File: src/hw/rtl/bsb_pkg.sv
// Shared constants and unit operation codes for the B-spline basis evaluator.
package bsb_pkg;

    localparam int DEF_MAX_DEGREE = 20;
    localparam int DEF_FRAC_BITS  = 16;
    localparam int GUARD_BITS     = 8;
    localparam int DIGIT_W        = 4;
    localparam int DEGREE_W       = 5;
    localparam int KNOT_W         = 7;
    localparam int POS_W          = 24;
    localparam logic [DEGREE_W-1:0] RESET_DEGREE = 5'd3;

    typedef enum logic [2:0] {
        OP_IDLE,
        OP_MUL_U,
        OP_MUL_W,
        OP_LOAD,
        OP_DIV
    } t_op;

endpackage

File: src/hw/rtl/bsb_unit.sv
// Shared multiply/accumulate and radix-16 divide-by-level unit.
module bsb_unit #(
    parameter int FRAC_BITS  = bsb_pkg::DEF_FRAC_BITS,
    parameter int MAX_DEGREE = bsb_pkg::DEF_MAX_DEGREE
) (
    input  logic                                                   i_clk,
    input  bsb_pkg::t_op                                           i_op,
    input  logic [FRAC_BITS+$clog2(MAX_DEGREE+2)-1:0]              i_a,
    input  logic [FRAC_BITS+bsb_pkg::GUARD_BITS+1:0]               i_b,
    input  logic [$clog2(MAX_DEGREE+1)-1:0]                        i_m,
    output logic [FRAC_BITS+bsb_pkg::GUARD_BITS+1:0]               o_quo
);

    localparam int CW   = $clog2(MAX_DEGREE + 2);
    localparam int NW   = $clog2(MAX_DEGREE + 1);
    localparam int UW   = FRAC_BITS + CW;
    localparam int BW   = FRAC_BITS + bsb_pkg::GUARD_BITS + 2;
    localparam int PW   = UW + BW;
    localparam int SW   = PW + 2 - FRAC_BITS;
    localparam int DGW  = bsb_pkg::DIGIT_W;
    localparam int DN   = (SW + DGW - 1) / DGW;
    localparam int NUMW = DN * DGW;
    localparam int XW   = NW + DGW;

    logic [PW-1:0]   r_prod, n_prod;
    logic [PW:0]     r_acc, n_acc;
    logic [NUMW-1:0] r_num, n_num;
    logic [NW-1:0]   r_rem, n_rem;

    logic [PW:0]     rnd;
    logic [PW+1:0]   sum2;
    logic [XW-1:0]   x;
    logic [XW-1:0]   dm;
    logic [XW-1:0]   best_dm;
    logic [DGW-1:0]  digit;

    always_comb begin
        // half of m<<FRAC_BITS, for round to nearest
        rnd  = {{(PW+1-NW){1'b0}}, i_m} << (FRAC_BITS - 1);
        sum2 = {1'b0, r_acc} + {2'b00, r_prod};

        // one quotient digit: largest d with d*m <= {rem, next digit}
        x       = {r_rem, r_num[NUMW-1 -: DGW]};
        digit   = '0;
        best_dm = '0;
        dm      = '0;
        for (int d = 1; d < (1 << DGW); d++) begin
            dm = XW'(d) * {{DGW{1'b0}}, i_m};
            if (x >= dm) begin
                digit   = DGW'(d);
                best_dm = dm;
            end
        end

        n_prod = r_prod;
        n_acc  = r_acc;
        n_num  = r_num;
        n_rem  = r_rem;
        unique case (i_op)
            bsb_pkg::OP_MUL_U: begin
                n_prod = i_a * i_b;
            end
            bsb_pkg::OP_MUL_W: begin
                n_prod = i_a * i_b;
                n_acc  = {1'b0, r_prod} + rnd;
            end
            bsb_pkg::OP_LOAD: begin
                n_num = NUMW'(sum2 >> FRAC_BITS);
                n_rem = '0;
            end
            bsb_pkg::OP_DIV: begin
                n_rem = NW'(x - best_dm);
                n_num = {r_num[NUMW-DGW-1:0], digit};
            end
            default: begin
            end
        endcase
    end

    always_ff @(posedge i_clk) begin
        r_prod <= n_prod;
        r_acc  <= n_acc;
        r_num  <= n_num;
        r_rem  <= n_rem;
    end

    assign o_quo = r_num[BW-1:0];

endmodule

File: src/hw/rtl/bspline_basis_eval_core.sv
// Top level: uniform B-spline basis evaluator, Cox-de Boor recurrence on a shared unit.
//
// Usage
//   Input transfer: knot_index and position are taken at a rising edge with
//   start high and busy low. busy stays high until the result is out.
//   Result transfer: o_basis_value is valid for exactly one cycle with
//   o_strobe high; the receiver cannot stall, so nothing is ever held back.
//   Configuration: i_cfg_we writes the degree register; write it only while
//   busy is low. Degrees above MAX_DEGREE are treated as MAX_DEGREE.
// Sequence (n = effective degree, DN = ceil((2*FRAC_BITS+clog2(MAX_DEGREE+2)
//   +GUARD_BITS+4-FRAC_BITS)/4) divide steps, 9 at the defaults)
//   Outside the support, or n = 0: the check state sets o_strobe, with no update run.
//   Each of the n*(n+1)/2 updates runs on the one multiplier/divider unit:
//   two products, an accumulate, DN radix-16 digit steps and a write-back.
//   A new start is taken in the same cycle as o_strobe.
// Reset: synchronous, active low; the degree returns to 3 and any item in
//   flight is dropped without a result.
module bspline_basis_eval_core #(
    parameter int MAX_DEGREE = bsb_pkg::DEF_MAX_DEGREE,
    parameter int FRAC_BITS  = bsb_pkg::DEF_FRAC_BITS
) (
    input  logic                                 i_clk,
    input  logic                                 i_rst_n,
    input  logic                                 start,
    output logic                                 busy,
    input  logic signed [bsb_pkg::KNOT_W-1:0]    i_knot_index,
    input  logic signed [bsb_pkg::POS_W-1:0]     i_position,
    input  logic                                 i_cfg_we,
    input  logic [bsb_pkg::DEGREE_W-1:0]         i_cfg_wdata,
    output logic                                 o_strobe,
    output logic [FRAC_BITS:0]                   o_basis_value
);

    localparam int CW   = $clog2(MAX_DEGREE + 2);   // index / count width
    localparam int NW   = $clog2(MAX_DEGREE + 1);   // degree / level width
    localparam int UW   = FRAC_BITS + CW;           // weights u, w
    localparam int GB   = bsb_pkg::GUARD_BITS;
    localparam int BW   = FRAC_BITS + GB + 2;       // recurrence values
    localparam int PW   = UW + BW;
    localparam int SW   = PW + 2 - FRAC_BITS;
    localparam int DN   = (SW + bsb_pkg::DIGIT_W - 1) / bsb_pkg::DIGIT_W;
    localparam int DCW  = (DN > 1) ? $clog2(DN) : 1;
    localparam int DW   = bsb_pkg::DEGREE_W;
    localparam int KW   = bsb_pkg::KNOT_W;
    localparam int PSW  = bsb_pkg::POS_W;
    localparam int TW   = ((PSW > KW + FRAC_BITS) ? PSW : KW + FRAC_BITS) + 1;
    localparam int DEPTH = MAX_DEGREE + 2;

    localparam logic [BW-1:0]        ONE_B   = BW'(1) << (FRAC_BITS + GB);
    localparam logic [FRAC_BITS:0]   ONE_OUT = {1'b1, {FRAC_BITS{1'b0}}};

    typedef enum logic [2:0] {
        S_IDLE,
        S_CHECK,
        S_ISSUE1,
        S_MUL0,
        S_MUL1,
        S_LOAD,
        S_DIV,
        S_WR
    } t_state;

    t_state                r_state, n_state;
    logic [DW-1:0]         r_degree, n_degree;
    logic signed [KW-1:0]  r_knot, n_knot;
    logic signed [PSW-1:0] r_pos, n_pos;
    logic [UW-1:0]         r_t, n_t;
    logic [CW-1:0]         r_seg, n_seg;
    logic [NW-1:0]         r_lvl, n_lvl;
    logic [CW-1:0]         r_j, n_j;
    logic [DCW-1:0]        r_dc, n_dc;
    logic [BW-1:0]         r_b0, n_b0;
    logic [BW-1:0]         r_b1, n_b1;
    logic                  r_strobe, n_strobe;
    logic [FRAC_BITS:0]    r_basis, n_basis;

    // b[] store; level 1 reads come from the indicator, so no clearing needed
    logic [BW-1:0]         r_mem [DEPTH];
    logic [BW-1:0]         r_rd_mem;
    logic [CW-1:0]         r_rd_addr;
    logic                  r_rd_lvl1;

    logic [CW-1:0]         ra;
    logic                  rlvl1;
    logic                  mem_we;
    logic [BW-1:0]         rd_val;

    bsb_pkg::t_op          op;
    logic [UW-1:0]         op_a;
    logic [BW-1:0]         op_b;
    logic [BW-1:0]         quo;

    logic [NW-1:0]         deg_n;
    logic signed [TW-1:0]  px, kx, t_full;
    logic [TW-1:0]         lim;
    logic                  outside;
    logic [UW:0]           u_raw, w_raw;
    logic [UW-1:0]         u_term, w_term;
    logic [CW-1:0]         jm1;
    logic                  lvl_is1, last_j, last_lvl;
    logic [BW:0]           rq;
    logic [FRAC_BITS+2:0]  rsh;
    logic [FRAC_BITS:0]    final_val;

    bsb_unit #(
        .FRAC_BITS  (FRAC_BITS),
        .MAX_DEGREE (MAX_DEGREE)
    ) u_unit (
        .i_clk (i_clk),
        .i_op  (op),
        .i_a   (op_a),
        .i_b   (op_b),
        .i_m   (r_lvl),
        .o_quo (quo)
    );

    // datapath terms
    always_comb begin
        deg_n = (r_degree > DW'(MAX_DEGREE)) ? NW'(MAX_DEGREE) : r_degree[NW-1:0];

        // t = x - i, exact; support is [0, (n+1)*one)
        px      = TW'(r_pos);
        kx      = TW'(r_knot);
        t_full  = px - (kx <<< FRAC_BITS);
        lim     = TW'({CW'(deg_n) + CW'(1), {FRAC_BITS{1'b0}}});
        outside = t_full[TW-1] | ($unsigned(t_full) >= lim);

        // u = t - j, w = (j+m+1) - t; a non-positive weight contributes nothing
        u_raw  = {1'b0, r_t} - {1'b0, r_j, {FRAC_BITS{1'b0}}};
        u_term = (!u_raw[UW] && (u_raw != '0)) ? u_raw[UW-1:0] : '0;
        jm1    = r_j + CW'(r_lvl) + CW'(1);
        w_raw  = {1'b0, jm1, {FRAC_BITS{1'b0}}} - {1'b0, r_t};
        w_term = (!w_raw[UW] && (w_raw != '0)) ? w_raw[UW-1:0] : '0;

        lvl_is1  = (r_lvl == NW'(1));
        last_j   = (r_j == CW'(deg_n - r_lvl));
        last_lvl = (r_lvl == deg_n);

        rd_val = r_rd_lvl1 ? ((r_rd_addr == r_seg) ? ONE_B : '0) : r_rd_mem;

        // drop guard bits with round half up, clamp at 1.0
        rq        = {1'b0, quo} + (BW+1)'(1 << (GB - 1));
        rsh       = rq[BW:GB];
        final_val = (rsh > (FRAC_BITS+3)'(ONE_OUT)) ? ONE_OUT : rsh[FRAC_BITS:0];
    end

    // sequencer
    always_comb begin
        n_state  = r_state;
        n_degree = r_degree;
        n_knot   = r_knot;
        n_pos    = r_pos;
        n_t      = r_t;
        n_seg    = r_seg;
        n_lvl    = r_lvl;
        n_j      = r_j;
        n_dc     = r_dc;
        n_b0     = r_b0;
        n_b1     = r_b1;
        n_strobe = 1'b0;
        n_basis  = r_basis;
        op       = bsb_pkg::OP_IDLE;
        op_a     = '0;
        op_b     = '0;
        ra       = '0;
        rlvl1    = 1'b0;
        mem_we   = 1'b0;

        if (i_cfg_we) begin
            n_degree = i_cfg_wdata;
        end

        unique case (r_state)
            S_IDLE: begin
                if (start) begin
                    n_knot  = i_knot_index;
                    n_pos   = i_position;
                    n_state = S_CHECK;
                end
            end
            S_CHECK: begin
                n_t   = t_full[UW-1:0];
                n_seg = t_full[UW-1:FRAC_BITS];
                n_lvl = NW'(1);
                n_j   = '0;
                if (outside) begin
                    n_basis  = '0;
                    n_strobe = 1'b1;
                    n_state  = S_IDLE;
                end else if (deg_n == '0) begin
                    n_basis  = ONE_OUT;
                    n_strobe = 1'b1;
                    n_state  = S_IDLE;
                end else begin
                    ra      = '0;
                    rlvl1   = 1'b1;
                    n_state = S_ISSUE1;
                end
            end
            S_ISSUE1: begin
                // level start: old b[0] arrives, fetch b[1]
                n_b0    = rd_val;
                ra      = r_j + CW'(1);
                rlvl1   = lvl_is1;
                n_state = S_MUL0;
            end
            S_MUL0: begin
                n_b1    = rd_val;
                op      = bsb_pkg::OP_MUL_U;
                op_a    = u_term;
                op_b    = r_b0;
                n_state = S_MUL1;
            end
            S_MUL1: begin
                op      = bsb_pkg::OP_MUL_W;
                op_a    = w_term;
                op_b    = r_b1;
                n_state = S_LOAD;
            end
            S_LOAD: begin
                op      = bsb_pkg::OP_LOAD;
                n_dc    = '0;
                n_state = S_DIV;
            end
            S_DIV: begin
                op   = bsb_pkg::OP_DIV;
                n_dc = r_dc + DCW'(1);
                if (r_dc == DCW'(DN - 1)) begin
                    n_state = S_WR;
                end
            end
            S_WR: begin
                mem_we = 1'b1;
                if (!last_j) begin
                    // old b[j+1] becomes the next left operand
                    n_j     = r_j + CW'(1);
                    n_b0    = r_b1;
                    ra      = r_j + CW'(2);
                    rlvl1   = lvl_is1;
                    n_state = S_MUL0;
                end else if (!last_lvl) begin
                    n_lvl   = r_lvl + NW'(1);
                    n_j     = '0;
                    ra      = '0;
                    rlvl1   = 1'b0;
                    n_state = S_ISSUE1;
                end else begin
                    n_basis  = final_val;
                    n_strobe = 1'b1;
                    n_state  = S_IDLE;
                end
            end
            default: begin
                n_state = S_IDLE;
            end
        endcase
    end

    always_ff @(posedge i_clk) begin
        r_knot  <= n_knot;
        r_pos   <= n_pos;
        r_t     <= n_t;
        r_seg   <= n_seg;
        r_b0    <= n_b0;
        r_b1    <= n_b1;
        r_basis <= n_basis;
        if (!i_rst_n) begin
            r_state  <= S_IDLE;
            r_degree <= bsb_pkg::RESET_DEGREE;
            r_strobe <= 1'b0;
            r_lvl    <= '0;
            r_j      <= '0;
            r_dc     <= '0;
        end else begin
            r_state  <= n_state;
            r_degree <= n_degree;
            r_strobe <= n_strobe;
            r_lvl    <= n_lvl;
            r_j      <= n_j;
            r_dc     <= n_dc;
        end
    end

    // b[] store: one write, one registered read per cycle
    always_ff @(posedge i_clk) begin
        if (mem_we) begin
            r_mem[r_j] <= quo;
        end
        r_rd_mem  <= r_mem[ra];
        r_rd_addr <= ra;
        r_rd_lvl1 <= rlvl1;
    end

    assign busy          = (r_state != S_IDLE);
    assign o_strobe      = r_strobe;
    assign o_basis_value = r_basis;

    // busy drops only together with a result
    a_busy_ends_with_result: assert property (@(posedge i_clk) disable iff (!i_rst_n)
        $fell(busy) |-> o_strobe)
        else $error("busy dropped without a result");

    // a result never exceeds 1.0
    a_result_in_range: assert property (@(posedge i_clk) disable iff (!i_rst_n)
        o_strobe |-> (o_basis_value <= ONE_OUT))
        else $error("basis value above 1.0");

    // one result per item: no two strobes back to back
    a_single_strobe: assert property (@(posedge i_clk) disable iff (!i_rst_n)
        o_strobe |=> !o_strobe)
        else $error("result strobe repeated");

    // an accepted item always makes the block busy
    a_accept_busy: assert property (@(posedge i_clk) disable iff (!i_rst_n)
        (start && !busy) |=> busy)
        else $error("transfer accepted but block not busy");

endmodule
File: config.mk
export PLATFORM = sky130hd
export DESIGN_NAME = bspline_basis_eval_core
export DESIGN_NICKNAME = d
export VERILOG_FILES = /design/src/hw/rtl/bsb_pkg.sv /design/src/hw/rtl/bsb_unit.sv /design/src/hw/rtl/bspline_basis_eval_core.sv
export SDC_FILE = /design/constraint.sdc
export NUM_CORES = 2
export LEC_CHECK = 0
export ABC_AREA = 1
export CELL_PAD_IN_SITES_DETAIL_PLACEMENT = 1
export CELL_PAD_IN_SITES_GLOBAL_PLACEMENT = 1
export CORE_ASPECT_RATIO = 1.25
export CORE_MARGIN = 10
export CORE_UTILIZATION = 30
export CTS_CLUSTER_DIAMETER = 100
export DETAILED_ROUTE_END_ITERATION = 6
export DONT_BUFFER_PORTS = 1
export GPL_ROUTABILITY_DRIVEN = 0
export PLACE_DENSITY = 0.61
export SLEW_MARGIN = 5
export SYNTH_ARGS = -nofsm -noshare
export SYNTH_HDL_FRONTEND = slang
export SYNTH_SLANG_ARGS = --single-unit
File: constraint.sdc
create_clock -name i_clk -period 9.2 [get_ports i_clk]
set_input_delay 1.84 -clock i_clk [delete_from_list [all_inputs] [get_ports i_clk]]
set_output_delay 1.84 -clock i_clk [all_outputs]
set_load 0.01 [all_outputs]
==> qor.txt <==
Worst-margin pin slew - 1240 ps
Layout area overhead - 17.6%
P_int - 0.00687 W
Critical path class - reg -> reg
Worst Hold Slack - 433 ps
Post-synth EDFFs - 829
RSZ-0062 raised after global routing - yes
Worst-path fanout max - 5
Crit path max-delay cell type - fa_2
Peak VDD IR - 0.000156 V
Max Slew Vio Count - 0
Synth top area cells - edfxtp_1, fa_1, ha_1
CTS Hold Bufs - 0
Switching share of power - 23.5%
Combinational Power Share - 6.5%
Hold_sp - r_pos[12]
Core Area - 203000 sq um
Cells after synthesis - 6192
Finished Core Util - 35.4%
Cell Area, Synth - 61100 sq um
H-tree levels - 3
First-pass GRT wire length - 317000 microns
Total CTS buffers - 89
Clock skew - 65.8 ps
Top-count cell post-synth - nand2_1
Fraction of layout cells with a size suffix above 1 - 14.3%
Clock share of power - 44.3%
Register bit count reported by yosys - 884
DP Wirelength - 151000 microns
Antenna violations before repair - 12
Final setup viols - 0
Worst setup margin - 43.9 ps
Die H - 525 microns
Main synth FF type - edfxtp_1
Vias in the first global route - 50700
Largest net degree at the start of global routing - 151
Min Clock Period, post-route - 9160 ps
Max_cap viols - 0
Die W - 424 microns
Via density - 4.99
Longest Clk Path Bufs - 3
Tot GR Track Use - 18.5%
Reg-to-reg startpoint - r_lvl[0]
DR iter-0 viols - 2756
CP Data Required Time - 9680 ps
TritonRoute pass-1 iters - 7
Mapped Avg Cell Area - 9.87 sq um
Dpl cells - 9090
Vias - 46500
DR WL/cell - 22.7 microns
Root Driver - clkbuf_16
Syn nets - 7092
Synth cell count leaders - nand2_1, inv_1, edfxtp_1
Die area - 222000 sq um
Non-Filler Instances - 9318
FP Rows - 185
Fmax achieved - 109 MHz
Hold Fails Final Rpt - 0
Leak - 29.4 nW
Hold Path Class - reg -> reg
PwrDens - 125 nW/um^2
Pre-CTS WS - -591 ps
Crit-path max cell delay - 570 ps
Sw Pwr - 0.00211 W
Flop pwr share - 49.2%
Clock sinks - 884
Worst path arrival time - 9630 ps
Cell mode on critical path - fa_1
Sequential element share of the synthesized area - 42.5%
Final net count - 7425
TritonCTS clock tree - yes
Slew HR - 17.2%
Clock latency on the worst-skew pair - 740 ps
Post-synth top area share - 40.7%
Post-route DRC - 0
Clock-pin transition on the worst setup and hold timing paths - 60 ps
Nature of the critical path startpoint - flip-flop
Starting Density - 30.1%
Antenna Violating Nets Remaining - 0
CP startpoint - r_lvl[0]
GR Overflow Total - 0
Final period utilization - 99.5%
PortBufs - 0
Routed WL - 211000 microns
# IOs - 59
Worst setup EP type - flip-flop
Setup TNS - 0 ps
Synth warn - 0
Asr flop ratio synth - 0%
Netlist cell types - 69
Largest area contributor in the netlist - edfxtp_1
Status - finished clean
## cells by family (layout without fill, tap and decap cells)
family                     after synthesis  in the layout  synth area share [%]
adders and majority gates              860            860                  23.5
and+or+nand+nor                       2027           2028                  13.9
AOI/OAI and AO/OA                     1043           1043                  9.98
xor gates and xnor gates               163            163                  2.35
DFF                                    884            884                  42.5
buffers and inverters                 1215           1623                  7.79
other                                    0              6                     0
## final timing paths
check / to / slack, ps / cells past startpoint
max reg2reg: u_unit.r_prod[44] / 40 / 47
min reg2reg: r_t[12] / 430 / 0
min: r_t[12] / 430 / 0
max: u_unit.r_prod[44] / 40 / 47
## state kept, by name, indices dropped and copies added, names as in the netlist
register	cells
r_mem	572
u_unit.r_acc	48
u_unit.r_prod	47
u_unit.r_num	36
r_b0	26
r_b1	26
r_rd_mem	26
r_pos	24
r_t	21
o_basis_value	17
r_knot	7
r_degree	5
r_j	5
r_lvl	5
r_rd_addr	5
u_unit.r_rem	5
r_dc	4
r_state	3
o_strobe	1
r_rd_lvl1	1
## worst max-delay path, delay by kind of cell, from the launching register on
family                   cells  cell delay (ps)
AO/OA/AOI/OAI                9             1160
AND/OR/NAND/NOR             10             1100
buffers and inverters       15             1130
flip-flops                   1              360
adder cells (fa/ha/maj)     11             4860
XOR/XNOR                     2              300
## power groups by stage
stage	registers, W	logic [W]	clock network (W)
floorplan	0.00450	0.000318	0
global placement	0.00451	0.000534	0
detailed placement	0.00451	0.000549	0
CTS	0.00442	0.000570	0.00407
global route	0.00443	0.000640	0.00421
finish	0.00442	0.000580	0.00398
## cell type report
type | instances | area, sq um
well taps | 2711 | 3390
repair buffers | 456 | 3800
clock inverters | 59 | 813
inverters | 1000 | 3780
diodes | 6 | 15.0
clock buffers | 108 | 2390
multi-input cells | 4094 | 31600
fillers | 22900 | 131000
flip-flops and latches | 884 | 26000
## metrics by stage
step,total power [W],area (sq um)
floorplan,0.00482,61100
global placement,0.00504,67000
detailed placement,0.00506,67000
CTS,0.00906,70700
global route,0.00928,71800
finish,0.00898,71800
## layout by cell type (no fill, tap or decap), drive strengths merged, types with 171 or more instances in the layout
| cell | netlist | final |
|---|---|---|
| buf | 94 | 454 |
| nand2 | 1042 | 1042 |
| edfxtp | 829 | 829 |
| ha | 382 | 382 |
| a21oi | 301 | 301 |
| nor2 | 605 | 605 |
| o211ai | 171 | 171 |
| inv | 985 | 993 |
| fa | 478 | 478 |
| o21ai | 399 | 399 |
## per-layer routing
| layer | wire [microns] | global-route usage (%) |
|---|---|---|
| met1 | 85700 | 22.4 |
| met2 | 108000 | 33.5 |
| met3 | 7630 | 1.72 |
| met4 | 9590 | 7.18 |
| met5 | 45 | 0 |
## repair_timing
item                                    in CTS  in global routing
buffers inserted                             7                 44
pin swaps                                   23                105
endpoints found under the setup margin      23                 27
cloned                                       2                  2
gates resized for setup                     88                184
(Power assumes the default switching activity.)
